**src/hdl/assert_macros.svh**
```systemverilog
// ----------------------------------------------------------------------------
// assert_macros.svh
// shared concurrent assertion macros, sampled on clk, off while rst_n is low
// ----------------------------------------------------------------------------
`ifndef ASSERT_MACROS_SVH
`define ASSERT_MACROS_SVH

// condition holds at every clock edge
`define ASSERT_ALWAYS(lbl, expr, msg) \
  lbl: assert property (@(posedge clk) disable iff (!rst_n) (expr)) \
    else $error(msg);

// consequent holds in the same cycle as the antecedent
`define ASSERT_IMPL(lbl, ante, cons, msg) \
  lbl: assert property (@(posedge clk) disable iff (!rst_n) (ante) |-> (cons)) \
    else $error(msg);

// consequent holds in the cycle after the antecedent
`define ASSERT_NEXT(lbl, ante, cons, msg) \
  lbl: assert property (@(posedge clk) disable iff (!rst_n) (ante) |=> (cons)) \
    else $error(msg);

`endif

```
**src/hdl/mexp_pkg.sv**
```systemverilog
// ----------------------------------------------------------------------------
// mexp_pkg
// widths and types shared by the modular exponentiation unit
// ----------------------------------------------------------------------------
`timescale 1ns / 1ps

package mexp_pkg;

  localparam int DATA_WIDTH = 63;
  localparam int CNT_W      = $clog2(DATA_WIDTH);

  typedef logic [DATA_WIDTH-1:0] data_t;
  typedef logic [DATA_WIDTH:0]   sum_t;
  typedef logic [CNT_W-1:0]      cnt_t;

endpackage

```
**src/hdl/modular_exponentiation_unit.sv**
```systemverilog
// ----------------------------------------------------------------------------
// modular_exponentiation_unit
// base ** exponent mod modulus by right-to-left square-and-multiply
// ----------------------------------------------------------------------------
// Usage: drive in_base, in_exponent and in_modulus and raise start while busy
// is low; the word is taken at that clock edge and busy rises in the next
// cycle unless the modulus is zero. The result appears on out_power_residue
// for exactly one cycle with out_valid high, and busy is already low in that
// cycle, so a new start may be given right then. The receiver cannot stall
// the result. Every modular product runs on one shared modular adder, one
// add and compare per cycle: each multiplier bit takes a doubling step plus
// an adding step when the bit is set, and each product ends with a store and
// a check step.
// Steps: one reduction of the base, then per exponent bit a square and,
// for set bits, a multiply.
// A zero exponent finishes after the reduction alone; a zero modulus gives
// 0 in the cycle after the start.
// Reset (rst_n low, synchronous) returns the sequencer to idle and drops
// out_valid; no item in progress survives it.
// ----------------------------------------------------------------------------
`timescale 1ns / 1ps
`include "assert_macros.svh"

module modular_exponentiation_unit (
  input  logic              clk,
  input  logic              rst_n,
  input  logic              start,
  output logic              busy,
  input  mexp_pkg::data_t   in_base,
  input  mexp_pkg::data_t   in_exponent,
  input  mexp_pkg::data_t   in_modulus,
  output logic              out_valid,
  output mexp_pkg::data_t   out_power_residue
);

  typedef enum logic [2:0] {
    S_IDLE,
    S_DBL,
    S_ADD,
    S_STORE,
    S_CHK
  } state_t;

  typedef enum logic [1:0] {
    OP_RED,
    OP_MUL,
    OP_SQR
  } op_t;

  localparam int DW = mexp_pkg::DATA_WIDTH;

  state_t           state_r;
  op_t              op_r;
  mexp_pkg::data_t  m_r;
  mexp_pkg::data_t  e_r;
  mexp_pkg::data_t  acc_r;
  mexp_pkg::data_t  sq_r;
  mexp_pkg::data_t  prod_r;
  mexp_pkg::data_t  mx_r;
  mexp_pkg::data_t  my_r;
  mexp_pkg::cnt_t   cnt_r;
  logic             out_valid_r;
  mexp_pkg::data_t  out_res_r;

  // shared modular adder: (prod + b) mod m, both operands below m
  mexp_pkg::data_t  add_b;
  mexp_pkg::sum_t   add_sum;
  mexp_pkg::data_t  add_red;
  mexp_pkg::data_t  add_nxt;
  logic             step_last;
  logic             mul_active;

  always_comb begin
    add_b   = (state_r == S_ADD) ? mx_r : prod_r;
    add_sum = {1'b0, prod_r} + {1'b0, add_b};
    // the difference is below m, so the low bits are exact
    add_red = add_sum[DW-1:0] - m_r;
    add_nxt = (add_sum >= {1'b0, m_r}) ? add_red : add_sum[DW-1:0];
  end

  assign step_last  = (cnt_r == '0);
  assign mul_active = (state_r == S_DBL) || (state_r == S_ADD);

  always_ff @(posedge clk) begin
    if (!rst_n) begin
      state_r     <= S_IDLE;
      out_valid_r <= 1'b0;
    end else begin
      out_valid_r <= 1'b0;
      unique case (state_r)
        S_IDLE: begin
          if (start) begin
            if (in_modulus == '0) begin
              out_valid_r <= 1'b1;
              out_res_r   <= '0;
            end else begin
              // base mod m as the product (1 mod m) * base
              m_r     <= in_modulus;
              e_r     <= in_exponent;
              acc_r   <= mexp_pkg::data_t'(in_modulus != mexp_pkg::data_t'(1));
              mx_r    <= mexp_pkg::data_t'(in_modulus != mexp_pkg::data_t'(1));
              my_r    <= in_base;
              prod_r  <= '0;
              cnt_r   <= mexp_pkg::cnt_t'(DW - 1);
              op_r    <= OP_RED;
              state_r <= S_DBL;
            end
          end
        end
        S_DBL: begin
          prod_r <= add_nxt;
          if (my_r[DW-1]) begin
            state_r <= S_ADD;
          end else begin
            my_r  <= {my_r[DW-2:0], 1'b0};
            cnt_r <= cnt_r - 1'b1;
            state_r <= step_last ? S_STORE : S_DBL;
          end
        end
        S_ADD: begin
          prod_r  <= add_nxt;
          my_r    <= {my_r[DW-2:0], 1'b0};
          cnt_r   <= cnt_r - 1'b1;
          state_r <= step_last ? S_STORE : S_DBL;
        end
        S_STORE: begin
          unique case (op_r)
            OP_RED: sq_r  <= prod_r;
            OP_MUL: acc_r <= prod_r;
            OP_SQR: begin
              sq_r <= prod_r;
              e_r  <= {1'b0, e_r[DW-1:1]};
            end
            default: sq_r <= prod_r;
          endcase
          state_r <= S_CHK;
        end
        S_CHK: begin
          prod_r <= '0;
          cnt_r  <= mexp_pkg::cnt_t'(DW - 1);
          mx_r   <= sq_r;
          priority if (op_r == OP_MUL) begin
            my_r    <= sq_r;
            op_r    <= OP_SQR;
            state_r <= S_DBL;
          end else if (e_r == '0) begin
            out_valid_r <= 1'b1;
            out_res_r   <= acc_r;
            state_r     <= S_IDLE;
          end else if (e_r[0]) begin
            my_r    <= acc_r;
            op_r    <= OP_MUL;
            state_r <= S_DBL;
          end else begin
            my_r    <= sq_r;
            op_r    <= OP_SQR;
            state_r <= S_DBL;
          end
        end
        default: state_r <= S_IDLE;
      endcase
    end
  end

  assign busy              = (state_r != S_IDLE);
  assign out_valid         = out_valid_r;
  assign out_power_residue = out_res_r;

  `ASSERT_IMPL(a_prod_reduced, mul_active, (prod_r < m_r && mx_r < m_r), "operand not reduced")
  `ASSERT_NEXT(a_accept_progress, (start && !busy), (busy || out_valid), "word lost at accept")
  `ASSERT_IMPL(a_result_when_idle, out_valid, !busy, "result strobe while still busy")
  `ASSERT_ALWAYS(a_cnt_range, (!mul_active || cnt_r <= mexp_pkg::cnt_t'(DW - 1)), "bad count")

endmodule

```
**config.mk**
```make
export PLATFORM = sky130hd
export DESIGN_NAME = modular_exponentiation_unit
export DESIGN_NICKNAME = d
export VERILOG_FILES = /design/src/hdl/mexp_pkg.sv /design/src/hdl/modular_exponentiation_unit.sv
export VERILOG_INCLUDE_DIRS = /design/src /design/src/hdl
export SDC_FILE = /design/constraint.sdc
export NUM_CORES = 1
export LEC_CHECK = 0
export BUFFER_PORTS_ARGS = -buffer_cell sky130_fd_sc_hd__buf_2
export CAP_MARGIN = 40
export CORE_AREA = 5 5 334 336
export DETAILED_ROUTE_END_ITERATION = 12
export DIE_AREA = 0 0 339 341
export PLACE_DENSITY_LB_ADDON = 0.05
export SETUP_SLACK_MARGIN = 0.3
export SYNTH_ARGS = -nofsm -noshare
export SYNTH_HDL_FRONTEND = slang
export SYNTH_SLANG_ARGS = --single-unit
```
**constraint.sdc**
```tcl
create_clock -name clk -period 22.3 [get_ports clk]
set_clock_uncertainty 0.1 [all_clocks]
set_input_delay 3.345 -clock clk [delete_from_list [all_inputs] [get_ports clk]]
set_output_delay 3.345 -clock clk [all_outputs]
set_load 0.05 [all_outputs]
```
==> flow_metrics.py <==
metrics = {
    "floorplan": {
        "io_pins": 257,
        "std_cell_rows": 121,
        "core_sq_um": 108000,
        "dieArea_sq_um": 116000,
        "initial_utilization_pct": 27.7,
        "die_y_microns": 341,
        "die_w_microns": 339,
    },
    "timing": {
        "worst_pin_slew_ps": 928,
        "drv_slew": 0,
        "rsz0062_at_grt": "false",
        "finalSetupViolCount": 0,
        "min_period_ps": 8660,
        "period_share_pct": 38.9,
        "fin_setup_tns_ps": 0,
        "fmaxAchievable_mhz": 115,
        "hold_viol_final": 0,
        "max_slew_margin_pct": 37.3,
    },
    "placement": {
        "port_buffers": 256,
        "globalplace.congestion": 0.840,
        "dp_hpwl_mm": 79.1,
    },
    "synth": {
        "yosysMostFrequentCell": "edfxtp_1",
        "ys_warn_count": 0,
        "synth_flop_cell": "edfxtp_1",
        "syn_area_sq_um": 29900,
        "synth_commonest_cells": "edfxtp_1, a21oi_1, nand2_1, nor2_1, and3_1",
        "syn_area_per_cell_sq_um": 10.5,
        "yosys.area.top_type": "edfxtp_1",
        "synth_cell_type_count": 95,
        "seq_area_frac_synth_pct": 51.6,
        "synth_cells": 2842,
        "synthDominantCellAreaShare_pct": 51.3,
        "synth_edf_count": 512,
        "syn-num-nets": 3164,
        "synth_async_sr_flop_share_pct": 0,
        "synth-seq-cells": 516,
        "netlist_top_cells_area": "edfxtp_1, ha_1, mux2_2, a21oi_1, and3_1",
    },
    "worst_setup_path": {
        "reg2reg_slack_ps": 13640,
        "crit_required_ps": 22570,
        "worstPathArrival_ps": 8930,
        "worstReg2RegEnd": "prod_r[50]$_SDFFCE_PN0P_",
        "startpoint_type": "flip-flop",
        "cp-end-kind": "flip-flop",
        "critPathKind": "reg2reg",
        "startpoint": "state_r[2]$_SDFFE_PN0P_",
        "timing.rr.start": "state_r[2]$_SDFFE_PN0P_",
        "r2r_cells": 26,
        "critical_path.max_fanout": 81,
        "cp-endpoint": "prod_r[50]$_SDFFCE_PN0P_",
    },
    "grt": {
        "grt_max_degree": 82,
        "gr-total-overflow": 0,
        "grt_pass1_vias": 23500,
        "antenna_found_initial": 3,
        "grt_pass1_wl_mm": 157,
        "grtUsageTotal_pct": 17.6,
    },
    "route": {
        "post_drt_wl_per_cell_microns": 23.3,
        "drt_wl_total_mm": 105,
        "drt_pass1_iterations": 6,
        "drt_iter0_drc": 1721,
        "viasPerCell": 5.09,
        "num_vias": 22900,
        "drc_errors": 0,
        "antenna_left": 0,
    },
    "final_layout": {
        "drive_above_1_share_pct": 18.5,
        "register_area_sq_um": 15500,
        "post-route-util_pct": 32.4,
        "nets": 3363,
        "area_growth_pct": 16.9,
        "multi_input_area_sq_um": 13500,
        "fillerInstances": 11100,
    },
    "min_path": {
        "holdPathStages": 2,
        "hold_class": "reg2reg",
    },
    "power": {
        "finalPower_mw": 5.38,
        "p_leak_nw": 13.3,
        "peakVddDrop_v": 0.0000753,
        "power_density_nw_per_um2": 154,
    },
    "clock_tree": {
        "clk_pin_slew_ps": 60,
        "clockBufferDepth": 3,
        "insertion_delay_ps": 630,
        "cts_made_buffers": 68,
        "cts_resized": 0,
        "cts_setup_buffers": 0,
        "tritoncts": "built",
        "cts.sinks": 516,
        "cts.htree.levels": 3,
        "cts_hold_buf": 0,
        "clockRootBuffer": "clkbuf_16",
    },
    "outcome": {
        "status": "finished clean",
    },
    "run": {
        "drv_cap": 0,
    },
}
per-layer routing:
| layer | GRT usage [%] | vias up | routed length (microns) |
|---|---|---|---|
| li1 | - | 11000 | - |
| met1 | 28.0 | 11200 | 55200 |
| met2 | 25.4 | 580 | 43100 |
| met4 | 3.42 | 0 | 1700 |
| met5 | 0 | - | 0 |
| met3 | 2.53 | 93 | 4820 |
through the flow:
stage               hold WS [ps]  std cells  setup WS, ps  cell area [sq um]
global placement             443       4367         13600              32600
finish                       459       4505         13640              35000
floorplan                    357       2842          9600              29900
detailed placement           445       4385         13530              32900
CTS                          459       4503         13510              35000
global route                 483       4503         13110              35000
kinds of logic (layout without fill, tap and decap cells):
group | count (synthesis) | in the layout | synth area share, %
compound gates | 713 | 713 | 14.8
other cells | 0 | 2 | 0
mux | 144 | 144 | 5.34
simple gates | 958 | 958 | 15.9
flops | 516 | 516 | 51.6
xor+xnor | 110 | 110 | 3.22
fa+ha+maj | 130 | 130 | 5.48
buf+inv | 271 | 518 | 3.67
sequential cells by signal, indices dropped and copies added, names as in the netlist:
signal and flops:
out_valid 1, sq_r 63, mx_r 63, acc_r 63
my_r 63, cnt_r 6, state_r 3, e_r 63
prod_r 63, m_r 63, out_power_residue 63, op_r 2
worst max-delay path, cell delays in order, from the launching register on:
cell and delay, ps:
dfxtp_4 590, nor3b_2 270, buf_4 660, mux2_2 300, ha_1 170, inv_1 60, fa_1 390, nand2b_1 200
a21oi_2 230, o41ai_1 140, o211a_1 180, o21ai_0 710, a21oi_1 240, o31ai_1 340, xor2_1 220, ha_1 290
a21o_1 200, a21o_1 190, a21oi_1 220, nand2_1 100, o31ai_2 560, o211ai_1 260, a21oi_1 340, o21a_1 170
buf_4 510, nand2_2 340, o211a_1 310
layout make-up:
cell class / instances / share of cell area (%)
Clock buffer: 83 / 5.08
Sequential cell: 516 / 44.1
Antenna cell: 2 / 0.0143
Tap cell: 1414 / 5.05
Timing Repair Buffer: 298 / 5.07
Inverter: 102 / 1.09
Clock inverter: 35 / 0.979
Multi-Input combinational cell: 2055 / 38.6
cells in the final DEF, fill, tap and decap left out, drive strengths merged, types with 17 or more instances in the layout:
cell	n
buf	294
nand3	85
a31oi	83
xor2	42
inv	108
o21ai	142
a211oi	30
ha	128
a21oi	260
and2	77
xnor2	68
mux2	125
edfxtp	512
nand4	40
o21bai	27
nand2	243
o21a	20
nor3	36
nor4	38
mux2i	19
clkbuf	83
a21o	64
clkinv	23
nor2b	17
nor2	222
and3	153
power by group:
part	switching (mW)	internal, mW	total (mW)
registers	0.0943	1.19	1.28
clock network	0.443	0.619	1.06
logic	1.95	1.08	3.03
worst min path at each step:
stage	from	endpoint	slack, ps
detailed placement	my_r[45]$_DFFE_PP_	my_r[46]$_DFFE_PP_	450
global route	my_r[45]$_DFFE_PP_	my_r[46]$_DFFE_PP_	480
finish	my_r[4]$_DFFE_PP_	my_r[5]$_DFFE_PP_	460
global placement	my_r[45]$_DFFE_PP_	my_r[46]$_DFFE_PP_	440
CTS	my_r[45]$_DFFE_PP_	my_r[46]$_DFFE_PP_	460
floorplan	prod_r[1]$_SDFFCE_PN0P_	sq_r[1]$_DFFE_PP_	360
No activity file was read; power rests on OpenSTA's default activity.
